`config.mk`:
```
export PLATFORM = sky130hd
export DESIGN_NAME = der_rsa_key_parser
export DESIGN_NICKNAME = d
export VERILOG_FILES = /design/src/rtl/drsa_pkg.sv /design/src/rtl/drsa_core.sv /design/src/rtl/drsa_out_buf.sv /design/src/rtl/der_rsa_key_parser.sv
export SDC_FILE = /design/constraint.sdc
export NUM_CORES = 1
export LEC_CHECK = 0
export BUFFER_PORTS_ARGS = -buffer_cell sky130_fd_sc_hd__buf_2
export CAP_MARGIN = 15
export CORE_MARGIN = 4
export CORE_UTILIZATION = 55
export DETAILED_ROUTE_END_ITERATION = 10
export PLACE_DENSITY = 0.81
export SYNTH_ARGS = -nofsm -noshare
export SYNTH_HDL_FRONTEND = slang
export SYNTH_HIERARCHICAL = 1
export SYNTH_SLANG_ARGS = --single-unit
```
`constraint.sdc`:
```
create_clock -name clk -period 6.54 [get_ports clk]
set_clock_uncertainty 0.05 [all_clocks]
set_input_delay 1.308 -clock clk [delete_from_list [all_inputs] [get_ports clk]]
set_output_delay 1.308 -clock clk [all_outputs]
set_load 0.05 [all_outputs]
```
`src/rtl/drsa_pkg.sv`:
```
// Shared types and constants for the DER RSA key parser.
// Holds the transaction structs, configuration struct, register indexes and status codes.
// No dependencies.
`default_nettype none

package drsa_pkg;

  typedef struct packed {
    logic [7:0] in_byte;
    logic       start_req;
  } in_item_t;

  typedef struct packed {
    logic       data_valid;
    logic [7:0] out_byte;
    logic [1:0] key_part;
    logic       part_end;
    logic       done_res;
    logic [2:0] status;
  } out_item_t;

  typedef struct packed {
    logic        key_kind;
    logic [13:0] total_length;
    logic [7:0]  sequence_tag;
  } cfg_t;

  localparam int CFG_IDX_W  = 2;
  localparam int CFG_DATA_W = 14;

  localparam logic [CFG_IDX_W-1:0] CFG_KEY_KIND     = 2'd0;
  localparam logic [CFG_IDX_W-1:0] CFG_TOTAL_LENGTH = 2'd1;
  localparam logic [CFG_IDX_W-1:0] CFG_SEQUENCE_TAG = 2'd2;

  localparam logic [7:0] SEQ_TAG_RESET = 8'd16;
  localparam logic [31:0] INTEGER_TAG  = 32'h02;

  localparam logic [2:0] ST_OK         = 3'd0;
  localparam logic [2:0] ST_BAD_HEADER = 3'd1;
  localparam logic [2:0] ST_OVERRUN    = 3'd2;
  localparam logic [2:0] ST_TRAILING   = 3'd3;
  localparam logic [2:0] ST_TRUNCATED  = 3'd4;

  localparam logic [1:0] PART_N       = 2'd0;
  localparam logic [1:0] PART_E       = 2'd1;
  localparam logic [1:0] PART_DISCARD = 2'd3;

  localparam logic [3:0] PUBLIC_COUNT  = 4'd2;
  localparam logic [3:0] PRIVATE_COUNT = 4'd9;

endpackage

`default_nettype wire

```
`src/rtl/drsa_core.sv`:
```
// Per-byte parse step of the DER RSA key parser: parse state registers and the
// combinational next-state and result logic. Depends on drsa_pkg.
`default_nettype none

module drsa_core import drsa_pkg::*; #(
  parameter int MAX_KEY_BYTES = 8192
) (
  input  wire logic      clk,
  input  wire logic      rst,
  input  wire logic      step,
  input  wire in_item_t  item,
  input  wire cfg_t      cfg,
  output out_item_t      result
);

  localparam int SAT   = (MAX_KEY_BYTES < 16383) ? MAX_KEY_BYTES : 16383;
  localparam int REM_W = $clog2(SAT + 1);

  typedef enum logic [8:0] {
    PH_SEQ_TAG      = 9'b000000001,
    PH_SEQ_TAG_HI   = 9'b000000010,
    PH_SEQ_LEN      = 9'b000000100,
    PH_SEQ_LEN_LONG = 9'b000001000,
    PH_INT_TAG      = 9'b000010000,
    PH_INT_TAG_HI   = 9'b000100000,
    PH_INT_LEN      = 9'b001000000,
    PH_INT_LEN_LONG = 9'b010000000,
    PH_CONTENT      = 9'b100000000
  } phase_t;

  phase_t           phase, phase_next;
  logic [31:0]      tag_acc, tag_acc_next;
  logic [63:0]      len_acc, len_acc_next;
  logic [6:0]       len_left, len_left_next;
  logic [REM_W-1:0] remaining, remaining_next;
  logic [3:0]       int_idx, int_idx_next;
  logic [REM_W-1:0] content_left, content_left_next;
  logic             finished, finished_next;

  // Values after an optional restart; the byte is then parsed from these.
  phase_t           cur_phase;
  logic [31:0]      cur_tag;
  logic [63:0]      cur_len;
  logic [6:0]       cur_len_left;
  logic [REM_W-1:0] cur_rem;
  logic [3:0]       cur_idx;
  logic [REM_W-1:0] cur_content;
  logic             cur_fin;

  logic [REM_W-1:0] sat_length;
  logic [7:0]       b;
  logic [1:0]       part;
  logic             tag_done, len_done, int_end, decided, seq;
  logic [31:0]      tag_val, tag_want;
  logic [63:0]      len_val;
  logic [6:0]       cnt;
  logic [3:0]       count;

  assign sat_length = (32'(cfg.total_length) > 32'(SAT)) ? REM_W'(SAT)
                                                         : REM_W'(cfg.total_length);
  assign b = item.in_byte;
  assign count = cfg.key_kind ? PRIVATE_COUNT : PUBLIC_COUNT;

  always_comb begin
    if (item.start_req) begin
      cur_phase    = PH_SEQ_TAG;
      cur_tag      = '0;
      cur_len      = '0;
      cur_len_left = '0;
      cur_rem      = sat_length;
      cur_idx      = '0;
      cur_content  = '0;
      cur_fin      = 1'b0;
    end else begin
      cur_phase    = phase;
      cur_tag      = tag_acc;
      cur_len      = len_acc;
      cur_len_left = len_left;
      cur_rem      = remaining;
      cur_idx      = int_idx;
      cur_content  = content_left;
      cur_fin      = finished;
    end
  end

  always_comb begin
    if (!cfg.key_kind) begin
      part = (cur_idx == 4'd0) ? PART_N : PART_E;
    end else if (cur_idx >= 4'd1 && cur_idx <= 4'd3) begin
      part = 2'(cur_idx - 4'd1);
    end else begin
      part = PART_DISCARD;
    end
  end

  always_comb begin
    phase_next        = cur_phase;
    tag_acc_next      = cur_tag;
    len_acc_next      = cur_len;
    len_left_next     = cur_len_left;
    remaining_next    = cur_rem;
    int_idx_next      = cur_idx;
    content_left_next = cur_content;
    finished_next     = cur_fin;
    result            = '0;
    tag_done          = 1'b0;
    len_done          = 1'b0;
    int_end           = 1'b0;
    decided           = 1'b0;
    tag_val           = '0;
    len_val           = '0;
    cnt               = b[6:0];
    seq               = 1'b0;
    tag_want          = INTEGER_TAG;

    if (!cur_fin) begin
      if (cur_rem == '0) begin
        decided       = 1'b1;
        result.status = ST_TRUNCATED;
      end else begin
        remaining_next = cur_rem - REM_W'(1);
        case (cur_phase)
          PH_SEQ_TAG, PH_INT_TAG: begin
            tag_acc_next = '0;
            if (b[4:0] == 5'h1f) begin
              phase_next = (cur_phase == PH_SEQ_TAG) ? PH_SEQ_TAG_HI : PH_INT_TAG_HI;
            end else begin
              tag_done = 1'b1;
              tag_val  = 32'(b[4:0]);
            end
          end
          PH_SEQ_TAG_HI, PH_INT_TAG_HI: begin
            tag_acc_next = {cur_tag[24:0], b[6:0]};
            if (!b[7]) begin
              tag_done = 1'b1;
              tag_val  = tag_acc_next;
            end
          end
          PH_SEQ_LEN, PH_INT_LEN: begin
            len_acc_next = '0;
            if (!b[7]) begin
              len_done = 1'b1;
              len_val  = 64'(b);
            end else if (32'(cnt) > 32'(remaining_next) || cnt == 7'd0) begin
              // A count that cannot fit, or a zero count, means length zero.
              len_done = 1'b1;
              len_val  = '0;
            end else begin
              len_left_next = cnt;
              phase_next = (cur_phase == PH_SEQ_LEN) ? PH_SEQ_LEN_LONG : PH_INT_LEN_LONG;
            end
          end
          PH_SEQ_LEN_LONG, PH_INT_LEN_LONG: begin
            len_acc_next  = {cur_len[55:0], b};
            len_left_next = cur_len_left - 7'd1;
            if (len_left_next == 7'd0) begin
              len_done = 1'b1;
              len_val  = len_acc_next;
            end
          end
          default: begin
            result.key_part = part;
            if (part != PART_DISCARD) begin
              result.data_valid = 1'b1;
              result.out_byte   = b;
            end
            content_left_next = cur_content - REM_W'(1);
            if (content_left_next == '0) begin
              int_end = 1'b1;
            end
          end
        endcase

        if (tag_done) begin
          seq      = (cur_phase == PH_SEQ_TAG) || (cur_phase == PH_SEQ_TAG_HI);
          tag_want = seq ? 32'(cfg.sequence_tag) : INTEGER_TAG;
          if (tag_val != tag_want) begin
            decided       = 1'b1;
            result.status = ST_BAD_HEADER;
          end else begin
            phase_next = seq ? PH_SEQ_LEN : PH_INT_LEN;
          end
        end

        if (len_done) begin
          seq          = (cur_phase == PH_SEQ_LEN) || (cur_phase == PH_SEQ_LEN_LONG);
          len_acc_next = len_val;
          if (seq) begin
            if (len_val == '0) begin
              decided       = 1'b1;
              result.status = ST_BAD_HEADER;
            end else begin
              phase_next = PH_INT_TAG;
            end
          end else if (len_val > 64'(remaining_next)) begin
            decided       = 1'b1;
            result.status = ST_OVERRUN;
          end else if (len_val == '0) begin
            int_end = 1'b1;
          end else begin
            content_left_next = len_val[REM_W-1:0];
            phase_next        = PH_CONTENT;
          end
        end

        if (int_end) begin
          result.part_end = 1'b1;
          result.key_part = part;
          int_idx_next    = cur_idx + 4'd1;
          if (int_idx_next >= count) begin
            decided       = 1'b1;
            result.status = (remaining_next != '0) ? ST_TRAILING : ST_OK;
          end else begin
            phase_next = PH_INT_TAG;
          end
        end

        if (!decided && remaining_next == '0) begin
          decided       = 1'b1;
          result.status = ST_TRUNCATED;
        end
      end

      if (decided) begin
        finished_next   = 1'b1;
        result.done_res = 1'b1;
      end
    end
  end

  always_ff @(posedge clk) begin
    if (rst) begin
      phase        <= PH_SEQ_TAG;
      tag_acc      <= '0;
      len_acc      <= '0;
      len_left     <= '0;
      remaining    <= '0;
      int_idx      <= '0;
      content_left <= '0;
      finished     <= 1'b0;
    end else if (step) begin
      phase        <= phase_next;
      tag_acc      <= tag_acc_next;
      len_acc      <= len_acc_next;
      len_left     <= len_left_next;
      remaining    <= remaining_next;
      int_idx      <= int_idx_next;
      content_left <= content_left_next;
      finished     <= finished_next;
    end
  end

endmodule

`default_nettype wire

```
`src/rtl/drsa_out_buf.sv`:
```
// Two-entry result queue that decouples the parse step from the output handshake.
// Depends on drsa_pkg.
`default_nettype none

module drsa_out_buf import drsa_pkg::*; (
  input  wire logic      clk,
  input  wire logic      rst,
  input  wire logic      push,
  input  wire out_item_t push_data,
  output logic           has_space,
  output logic           out_valid,
  input  wire logic      out_ready,
  output out_item_t      out_data
);

  out_item_t  entry [2];
  logic       wr_ptr, rd_ptr;
  logic [1:0] count;
  logic       pop;

  assign has_space = (count != 2'd2);
  assign out_valid = (count != 2'd0);
  assign out_data  = entry[rd_ptr];
  assign pop       = out_valid && out_ready;

  always_ff @(posedge clk) begin
    if (push) begin
      entry[wr_ptr] <= push_data;
    end
  end

  always_ff @(posedge clk) begin
    if (rst) begin
      wr_ptr <= 1'b0;
      rd_ptr <= 1'b0;
      count  <= 2'd0;
    end else begin
      if (push) begin
        wr_ptr <= ~wr_ptr;
      end
      if (pop) begin
        rd_ptr <= ~rd_ptr;
      end
      count <= count + 2'(push) - 2'(pop);
    end
  end

endmodule

`default_nettype wire

```
`src/rtl/der_rsa_key_parser.sv`:
```
// Top level of the DER RSA key parser: configuration registers, input register,
// parse step and result queue. Depends on drsa_pkg, drsa_core and drsa_out_buf.
`default_nettype none

// Parses a DER-encoded PKCS#1 RSA key (public: n, e; private: nine integers,
// n, e and d kept) one byte per transaction and returns exactly one result per
// byte: a content byte of a kept integer with its part, the end-of-integer mark,
// and once per parse the outcome. A byte with start_req set restarts the parse
// and loads the byte budget from total_length, saturated to MAX_KEY_BYTES.
// The block sustains one byte per clock cycle while the result queue has room, set by
// the single per-byte state update in drsa_core; a result passes through the input
// register and then the result queue before it is presented, and in_ready stays
// high while the two-entry result queue has room even when a result is waiting.
// Configuration registers are written through cfg_we/cfg_index/cfg_wdata; the user
// must write them only while the block is idle, which the block does not enforce;
// index 0 key_kind, 1 total_length, 2 sequence_tag.
module der_rsa_key_parser import drsa_pkg::*; #(
  parameter int MAX_KEY_BYTES = 8192
) (
  input  wire logic                  clk,
  input  wire logic                  rst,
  input  wire logic                  in_valid,
  output logic                       in_ready,
  input  wire in_item_t              in_data,
  output logic                       out_valid,
  input  wire logic                  out_ready,
  output out_item_t                  out_data,
  input  wire logic                  cfg_we,
  input  wire logic [CFG_IDX_W-1:0]  cfg_index,
  input  wire logic [CFG_DATA_W-1:0] cfg_wdata
);

  cfg_t      cfg;
  logic      s1_valid;
  in_item_t  s1_item;
  logic      buf_space;
  logic      advance;
  out_item_t step_result;

  assign advance  = s1_valid && buf_space;
  assign in_ready = !s1_valid || advance;

  always_ff @(posedge clk) begin
    if (rst) begin
      cfg.key_kind     <= 1'b0;
      cfg.total_length <= '0;
      cfg.sequence_tag <= SEQ_TAG_RESET;
    end else if (cfg_we) begin
      case (cfg_index)
        CFG_KEY_KIND:     cfg.key_kind     <= cfg_wdata[0];
        CFG_TOTAL_LENGTH: cfg.total_length <= cfg_wdata[13:0];
        CFG_SEQUENCE_TAG: cfg.sequence_tag <= cfg_wdata[7:0];
        default: ;
      endcase
    end
  end

  always_ff @(posedge clk) begin
    if (rst) begin
      s1_valid <= 1'b0;
    end else if (in_ready) begin
      s1_valid <= in_valid;
    end
  end

  always_ff @(posedge clk) begin
    if (in_ready && in_valid) begin
      s1_item <= in_data;
    end
  end

  drsa_core #(
    .MAX_KEY_BYTES(MAX_KEY_BYTES)
  ) u_core (
    .clk    (clk),
    .rst    (rst),
    .step   (advance),
    .item   (s1_item),
    .cfg    (cfg),
    .result (step_result)
  );

  drsa_out_buf u_out_buf (
    .clk       (clk),
    .rst       (rst),
    .push      (advance),
    .push_data (step_result),
    .has_space (buf_space),
    .out_valid (out_valid),
    .out_ready (out_ready),
    .out_data  (out_data)
  );

endmodule

`default_nettype wire

```
==> results of run 1 <==
==> critical path, stage by stage (launching register included) <==
cell and delay, ns:
edfxtp_1 0.37, buf_4 0.21, inv_1 0.37, nand2_1 0.17, ha_1 0.27, o21ai_0 0.22, xnor2_1 0.22, nand2_1 0.07
nor4_1 0.45, nor2_1 0.24, nor2b_1 0.16, ha_1 0.25, a21o_1 0.16, a21o_1 0.17, a21oi_1 0.14, nor2_1 0.05
o311ai_0 0.83, and3_1 0.88, buf_4 0.26, a31oi_1 0.08, a2bb2oi_1 0.18, nor2_1 0.13
==> cells in the final DEF, fill, tap and decap left out, types with 33 or more instances in the layout <==
cell type  netlist  layout
buf_2            7      47
nor4_1          38      38
a22oi_1         88      88
a21oi_1         54      54
mux2i_1         34      34
inv_1           33      33
nor2_1         172     171
o21ai_0         46      45
nand2_1        108     108
edfxtp_1        41      41
nand2b_1        44      44
dfxtp_1        159     159
ha_1            35      35
==> kinds of logic (layout without fill, tap and decap cells) <==
kind of cell | after synthesis | count (layout) | synth area share, %
fa+ha+maj | 35 | 35 | 3.86
compound gates | 327 | 327 | 20.3
buf+inv | 123 | 133 | 4.51
xor+xnor | 40 | 40 | 3.21
other cells | 0 | 1 | 0
simple gates | 542 | 542 | 24.1
flops | 200 | 200 | 38.9
mux | 52 | 52 | 5.12
==> Yosys cell counts (8+ instances only) <==
library cell,count,area share [%]
nor2b_1,21,1.2
inv_1,33,1.1
or4_1,9,0.60
nand4_1,16,0.88
xnor2_1,25,1.9
o21ai_0,46,2.0
a211oi_1,10,0.66
buf_1,8,0.26
dfxtp_1,159,28
clkbuf_1,68,2.2
nor3_1,28,1.2
nand3_1,25,1.1
ha_1,35,3.9
o211ai_1,12,0.79
a31oi_1,17,0.94
nor4_1,38,2.1
nand2b_1,44,2.4
and3_1,14,0.77
a21o_1,12,0.79
mux2_4,10,1.3
mux2i_1,34,3.0
xor2_1,14,1.1
a22oi_1,88,5.8
a32oi_1,8,0.62
and2_1,25,1.4
a21oi_1,54,2.4
nand2_1,108,3.6
nor2_1,172,5.7
edfxtp_1,41,11
==> layout make-up <==
type                       count  share of cell area [%]
antenna                        1                  0.0203
clock buffer                  19                    3.76
clock inverter                13                    1.43
inverter                      34                    1.03
multi-input combinational    996                    52.2
sequential                   200                    35.7
tap                          270                    2.74
timing repair buffer          67                    3.12
==> state kept, by name (all words and copies together), names as in the netlist, named ones only <==
signal	count
u_core/len_acc	56
u_out_buf/entry	32
u_core/tag_acc	25
cfg	23
u_core/content_left	14
u_core/remaining	14
s1_item	9
u_core/phase	9
u_core/len_left	7
u_core/int_idx	4
u_out_buf/count	2
s1_valid	1
u_core/finished	1
u_out_buf/rd_ptr	1
u_out_buf/wr_ptr	1
==> through the flow <==
stage | util, % | worst slack (ns) | std cells | area, um2 | hold slack (ns)
after global placement | 57.8 | 0.762 | 1566 | 11700 | 0.418
after floorplan | - | 0.747 | 1319 | 11300 | 0.404
after detailed placement | 57.8 | 0.692 | 1566 | 11700 | 0.422
final | 61.0 | 0.488 | 1600 | 12300 | 0.437
after CTS | 61.0 | 0.661 | 1598 | 12300 | 0.432
after global routing | 61.0 | 0.0639 | 1599 | 12300 | 0.459
==> power by group <==
group	internal (mW)	leakage [nW]	switching [mW]	total, mW
clock	0.556	0.308	0.552	1.11
sequential	1.32	1.67	0.0711	1.40
combinational	0.373	2.56	0.698	1.07
==> routing by layer <==
| metal | vias up | part of all wire (%) | track usage, % |
|---|---|---|---|
| li1 | 4830 | - | - |
| met3 | 102 | 10 | 7.61 |
| met5 | - | 0 | 0 |
| met2 | 542 | 44 | 42.3 |
| met4 | 0 | 3.2 | 9.12 |
| met1 | 4838 | 42 | 36.4 |
==> worst paths after layout <==
path / end / cells past startpoint / slack [ns]
setup reg to reg: u_core/content_left[5] / 21 / 0.49
hold / removal: u_core/content_left[7] / 2 / 0.44
hold reg to reg: u_core/content_left[7] / 2 / 0.44
setup / recovery: u_core/content_left[5] / 21 / 0.49
==> impl_metrics.yaml, run 1 <==
route:
  wl_per_cell_um: 19.3
  drtIter0Drc: 1398
  routed_via_density: 6.45
  ant_nets: 0
  vias: 10300
  wl_mm: 30.9
  first_pass_iters: 6
  drc: 0
clock_network:
  cts_root_buffer: "clkbuf_16"
  cts_inserted_buffers: 17
  clk_latency_ns: 0.45
  cts.clk_slew.worst_paths_ns: 0.09
  cts_hold_buf: 0
  cts-resized-gates: 0
  postCtsSetupRepairBufs: 0
  clock_sinks: 200
  htree_levels: 4
  clk_path_buf_depth: 2
  cts_tree: "built"
worst_setup_path:
  endpoint_kind: "flip-flop"
  start_kind: "flip-flop"
  startpoint: "s1_item[0]"
  path_class: "reg2reg"
  worstPathMaxFanout: 25
  reg2reg_from: "s1_item[0]"
  worstPathArrival_ns: 6.38
  cp.required_ns: 6.87
floorplanning:
  fp.dieArea_um2: 23000
  start_util_pct: 56.1
  io_pins: 48
  fp.dieW_um: 152
  die_h_um: 152
  core.rowCount: 52
  core_um2: 20200
outcome:
  run_status: "completed"
timing:
  hold_violations: 0
  setup_tns_ns: 0
  slew_violations: 0
  max_freq_ghz: 0.165
  period_share_pct: 92.5
  setup_viol: 0
  max_slew_margin_pct: 27.8
  fin_crit_ns: 6.05
  rsz0062_at_grt: "no"
  worst_pin_slew_ns: 1.08
power:
  power.density_nw_per_um2: 290
  ir_drop_mv: 0.206
  power_leakage_nw: 4.54
  fin_total_pwr_mw: 3.58
grt:
  grtUsageTotal_pct: 27.1
  antenna_found_initial: 0
  grt_max_degree: 74
  grt_pass1_vias: 9725
  overflow: 0
  grt_pass1_wl_mm: 49.6
placement:
  gp_congestion: 0.953
  dp_hpwl_mm: 21.1
  io_buffers: 47
final_layout:
  nets: 1381
  seqCellArea_um2: 4410
  multi_input_area_um2: 6440
  fill_cells: 1735
  area_growth_pct: 8.82
  drive_gt1_share_pct: 10.5
yosys:
  synth-edff-count: 41
  yosys_warnings: 6
  yosysSeqAreaShare_pct: 38.9
  syn_area_per_cell_um2: 8.60
  async_flop_share_pct: 0
  ys_ff_latch: 200
  syn_area_um2: 11300
  yosysUniqueCellTypes: 89
  synth-main-ff-cell: "dfxtp_1"
  syn_inst: 1319
  syn-num-nets: 1384
job:
  max_cap_viol_count: 0
hold_path:
  hp-start: "u_core/content_left[7]"
  hold_class: "reg2reg"
Note: power is estimated with default switching activity, not from simulation.
==> inputs of run 2 (changes only) <==
Settings changed: CAP_MARGIN 15 to not set, SYNTH_HIERARCHICAL 1 to not set.
==> run 2 against run 1 <==
Critical path type unchanged; clock power down 4%; final cell count increased by 4.4%; non-clock buffer count increased by 8; via count increased by 6.4%; utilization down 0.095 points; area after synthesis grew 0.69%; combinational power fell by 12%.
==> impl_metrics.yaml, run 2 <==
timing:
  rsz0062_at_grt: "no"
  slew_violations: 0
  max_slew_margin_pct: 21.5
  max_freq_ghz: 0.174
  setup_tns_ns: 0
  fin_crit_ns: 5.75
  period_share_pct: 88.0
  hold_violations: 0
  worst_pin_slew_ns: 1.17
  setup_viol: 0
  hold_slack_ns: 0.405
route:
  wl_mm: 33.0
  wl_per_cell_um: 19.8
  ant_nets: 0
  drc: 0
  vias: 11000
  first_pass_iters: 5
  routed_via_density: 6.57
  drtIter0Drc: 1388
final_layout:
  regMostFlops: "u_core.len_acc"
  largest_reg_flops: 56
  antenna_cells: 0
  nets: 1449
  drive_gt1_share_pct: 10.3
  area_growth_pct: 8.60
  fill_cells: 1751
  seqCellArea_um2: 4410
  fin_area_um2: 12400
  multi_input_area_um2: 6530
  mostFrequentLayoutCell: "nor2_1"
  layout_common_cells: "nor2_1 (191), dfxtp_1 (159), nand2_1 (139), a21oi_1 (99), o21ai_0 (66)"
  top_regs: "u_core.len_acc (56), u_out_buf.entry (32), u_core.tag_acc (25)"
  stdcell_count: 1671
worst_setup_path:
  cp.required_ns: 6.80
  slowest_delay_ns: 0.76
  endpoint_kind: "flip-flop"
  path_class: "reg2reg"
  crit_slowest_cell: "edfxtp_1"
  start_kind: "flip-flop"
  critical_path.cell_chain: "nor4_4 > nand2_2 > or4_1 > nor4_4 > nor2_1 > nor2_1 > ha_1 > and4_1 > a21oi_1 > a41oi_1 > o21ai_0 > o21ai_0 > a2111oi_2 > buf_4 > nor3_1 > a31oi_1 > a2bb2oi_1 > nor2_1"
  cp_common_cell: "nor2_1"
  worstPathMaxFanout: 29
  worstPathArrival_ns: 6.01
outcome:
  run_status: "completed"
clock_network:
  htree_levels: 4
  cts_hold_buf: 0
  clock_sinks: 200
  cts.clk_slew.worst_paths_ns: 0.08
  cts_root_buffer: "clkbuf_16"
  cts_inserted_buffers: 17
  clk_path_buf_depth: 2
  clk_latency_ns: 0.45
  cts_tree: "built"
  postCtsSetupRepairBufs: 0
  cts-resized-gates: 0
floorplanning:
  core_um2: 20400
  fp.dieArea_um2: 23100
  fp.dieW_um: 152
  core.rowCount: 52
  die_h_um: 152
  io_pins: 48
  start_util_pct: 56.1
yosys:
  syn-num-nets: 1457
  yosys_warnings: 0
  synth-edff-count: 41
  ys_ff_latch: 200
  synth-main-ff-cell: "dfxtp_1"
  synth_top_family_by_area: "simple AND/OR/NAND/NOR gates"
  syn_inst: 1396
  syn_area_um2: 11400
  synthSimpleGateAreaFrac_pct: 24.5
  yosysSeqAreaShare_pct: 38.6
  yosys.area.top_type: "dfxtp_1"
  netlist.area_leader.share_pct: 27.9
  synthMuxAreaShare_pct: 3.08
  yosysUniqueCellTypes: 77
  synthTopCellsByArea: "dfxtp_1 (28%), edfxtp_1 (11%), nor2_1 (6.3%), nand2_1 (4.6%), a21oi_1 (4.3%)"
  synthAdderAreaFrac_pct: 3.39
  synth_xor_area_share_pct: 3.37
  synth_common_cells: "nor2_1 (191), dfxtp_1 (159), nand2_1 (139), a21oi_1 (99), clkbuf_1 (87)"
  async_flop_share_pct: 0
  synth_compound_area_share_pct: 22.7
  synth_most_common_cell: "nor2_1"
  syn_area_per_cell_um2: 8.18
grt:
  grt_max_degree: 65
  grt_pass1_vias: 10300
  antenna_found_initial: 0
  grtUsageTotal_pct: 28.0
  grt_pass1_wl_mm: 53.8
  overflow: 0
power:
  fin_total_pwr_mw: 3.41
  power.density_nw_per_um2: 275
  power_leakage_nw: 4.66
  ir_drop_mv: 0.172
job:
  max_cap_viol_count: 0
placement:
  io_buffers: 47
  dp_cells: 1639
  place_area_um2: 11800
  dp_hpwl_mm: 22.0
  gp_congestion: 0.977
hold_path:
  hold_class: "reg2reg"
run 2: logic make-up after synthesis:
group	after synthesis
mux	33
xor+xnor	44
buf+inv	124
fa+ha+maj	31
simple gates	577
compound gates	387
flops	200
run 2: report_power, final:
| part | internal (mW) | leakage, nW | total, mW | switching, mW |
|---|---|---|---|---|
| clock | 0.522 | 0.292 | 1.07 | 0.544 |
| combinational | 0.311 | 2.69 | 0.937 | 0.626 |
| sequential | 1.33 | 1.67 | 1.41 | 0.0770 |
| total | 2.16 | 4.66 | 3.41 | 1.25 |
run 2: layout make-up:
type                       instances  share of cell area, %
inverter                          22                  0.666
sequential                       200                   35.6
tap                              270                   2.72
clock buffer                      17                   3.43
timing repair buffer              75                   3.61
clock inverter                    15                   1.36
multi-input combinational       1072                   52.6
run 2: metrics by stage:
step / setup WS [ns] / utilization, %
3_5_place_dp: 0.899 / 58.0
4_1_cts: 0.854 / 60.9
6_report: 0.787 / 60.9
5_1_grt: 0.208 / 60.9
3_3_place_gp: 1.16 / 58.0
2_1_floorplan: 1.30 / -
run 2: path summary, 6_finish.rpt:
kind | startpoint | endpoint | slack (ns) | cells past startpoint
max | s1_item[0] | u_core.content_left[9] | 0.79 | 18
min | u_core.remaining[11] | u_core.remaining[11] | 0.40 | 2
max reg2reg | s1_item[0] | u_core.content_left[9] | 0.79 | 18
min reg2reg | u_core.remaining[11] | u_core.remaining[11] | 0.40 | 2
run 2: routing by layer:
| metal | wire (um) | up-vias | GRT usage (%) |
|---|---|---|---|
| li1 | - | 5122 | - |
| met1 | 13600 | 5123 | 38.4 |
| met2 | 14600 | 619 | 42.9 |
| met3 | 3650 | 111 | 6.45 |
| met4 | 1190 | 0 | 11.5 |
| met5 | 0 | - | 0 |
run 2: worst max-delay path: cells and delay by family, from the launching register on:
family,cells,cell delay (ns)
AO/OA/AOI/OAI,7,1.57
adder cells (fa/ha/maj),1,0.27
buffers and inverters,1,0.35
flip-flops,1,0.76
AND/OR/NAND/NOR,9,2.59
==> inputs of run 3 (changes only) <==
Settings changed: RECOVER_POWER set to 100.
==> run 3 against run 2 <==
Fmax is 6.3% lower; the flow now finishes with violations (max-capacitance violations, max-slew violations); wire length is 0.11% lower; design area is 0.73% lower; register-to-register slack worse by 0.39 ns; power is 0.38% lower; non-clock buffer count stayed put.
==> impl_metrics.yaml, run 3 (synthesis gave the netlist of run 2 again) <==
outcome:
  run_status: "finished, violations left"
  violations: "max-capacitance violations, max-slew violations"
timing:
  hold_violations: 0
  setup_viol: 0
  max_slew_margin_pct: -90.7
  setup_tns_ns: 0
  rsz0062_at_grt: "no"
  hold_slack_ns: 0.405
  slew_violations: 126
  period_share_pct: 93.9
  fin_crit_ns: 6.14
  worst_pin_slew_ns: 2.86
  setup_ws_ns: 0.401
  max_freq_ghz: 0.163
final_layout:
  nets: 1449
  fin_util_pct: 60.5
  top_regs: "u_core.len_acc (56), u_out_buf.entry (32), u_core.tag_acc (25)"
  stdcell_count: 1671
  largest_reg_flops: 56
  antenna_cells: 0
  layout_common_cells: "nor2_1 (191), dfxtp_1 (159), nand2_1 (139), a21oi_1 (99), o21ai_0 (70)"
  area_growth_pct: 7.81
  mostFrequentLayoutCell: "nor2_1"
  regMostFlops: "u_core.len_acc"
  fill_cells: 1777
  drive_gt1_share_pct: 7.99
  seqCellArea_um2: 4410
  fin_area_um2: 12300
  multi_input_area_um2: 6500
power:
  p_int_mw: 2.15
  power.density_nw_per_um2: 276
  power_leakage_nw: 4.56
  ir_drop_mv: 0.174
  power.switching_fraction_pct: 36.7
  pwr-share-comb_pct: 27.1
  p_seq_share_pct: 41.4
  fin_total_pwr_mw: 3.40
  clock_power_share_pct: 31.4
  p_sw_mw: 1.25
worst_setup_path:
  slowest_delay_ns: 1.10
  path_class: "reg2reg"
  crit_slowest_cell: "clkbuf_1"
  cp.required_ns: 6.88
  r2r_cells: 12
  worstPathArrival_ns: 6.48
  critical_path.cell_chain: "clkbuf_1 > o21ai_0 > or3_1 > a211oi_1 > clkbuf_1 > nor2_1 > buf_4 > o21ai_2 > buf_4 > a21o_1 > and2_1 > a221o_1"
  endpoint_kind: "flip-flop"
  start_kind: "flip-flop"
  worstPathMaxFanout: 36
hold_path:
  hold_class: "reg2reg"
  min_delay_path_depth: 2
grt:
  grt_pass1_vias: 10300
  grt_use_met2_pct: 42.9
  grt_max_degree: 65
  globalRoute.busiestLayer: "met2"
  grt_pass1_wl_mm: 53.8
  use_met3_pct: 6.45
  grtUsageTotal_pct: 28.0
  antenna_found_initial: 0
  use_met1_pct: 38.4
  overflow: 0
clock_network:
  cts_hold_buf: 0
  cts.clk_slew.worst_paths_ns: 0.08
  cts_root_buffer: "clkbuf_16"
  cts-resized-gates: 0
  cts_tree: "built"
  clk_latency_ns: 0.46
  htree_levels: 4
  cts_inserted_buffers: 17
  clk_path_buf_depth: 2
  postCtsSetupRepairBufs: 0
  clock_sinks: 200
placement:
  place_area_um2: 11800
  gp_congestion: 0.977
  dp_cells: 1639
  io_buffers: 47
  place_ws_ns: 0.899
  dp_hpwl_mm: 22.0
route:
  vias: 11000
  drtIter0Drc: 1390
  wl_mm: 33.0
  drc: 0
  first_pass_iters: 6
  routed_via_density: 6.59
  ant_nets: 0
  wl_per_cell_um: 19.7
floorplanning:
  io_pins: 48
  start_util_pct: 56.1
  fp.dieArea_um2: 23100
  fp.dieW_um: 152
  core.rowCount: 52
  core_um2: 20400
  die_h_um: 152
job:
  max_cap_viol_count: 2
run 3: critical path: cells and delay by family, from the launching register on:
family	cells	cell delay, ns
AOI/OAI and AO/OA	5	1.58
buffers and inverters	4	2.42
DFF	1	0.96
and+or+nand+nor	3	0.99
run 3: power groups by stage:
stage / sequential [mW] / clock (mW) / combinational [mW]
2_1_floorplan: 1.40 / 0 / 0.707
3_3_place_gp: 1.43 / 0 / 0.897
3_5_place_dp: 1.43 / 0 / 0.911
4_1_cts: 1.40 / 1.08 / 0.919
5_1_grt: 1.42 / 1.13 / 1.00
6_report: 1.41 / 1.07 / 0.922
run 3: worst paths after layout:
path / start / to / slack [ns]
min reg2reg: u_core.remaining[11] / u_core.remaining[11] / 0.40
min: u_core.remaining[11] / u_core.remaining[11] / 0.40
max: s1_item[0] / u_core.len_left[0] / 0.40
max reg2reg: s1_item[0] / u_core.len_left[0] / 0.40
run 3: layout make-up:
cell class	instances	share of cell area (%)
timing repair buffer	75	3.15
clock inverter	15	1.37
tap	270	2.74
inverter	22	0.670
multi-input combinational	1072	52.8
sequential	200	35.8
clock buffer	17	3.45
run 3: metal layers:
metal,routed length [um],part of all wire [%],vias up
met4,1080,3.3,0
met2,14700,45,613
met3,3570,11,101
li1,-,-,5111
met1,13600,41,5189
met5,0,0,-
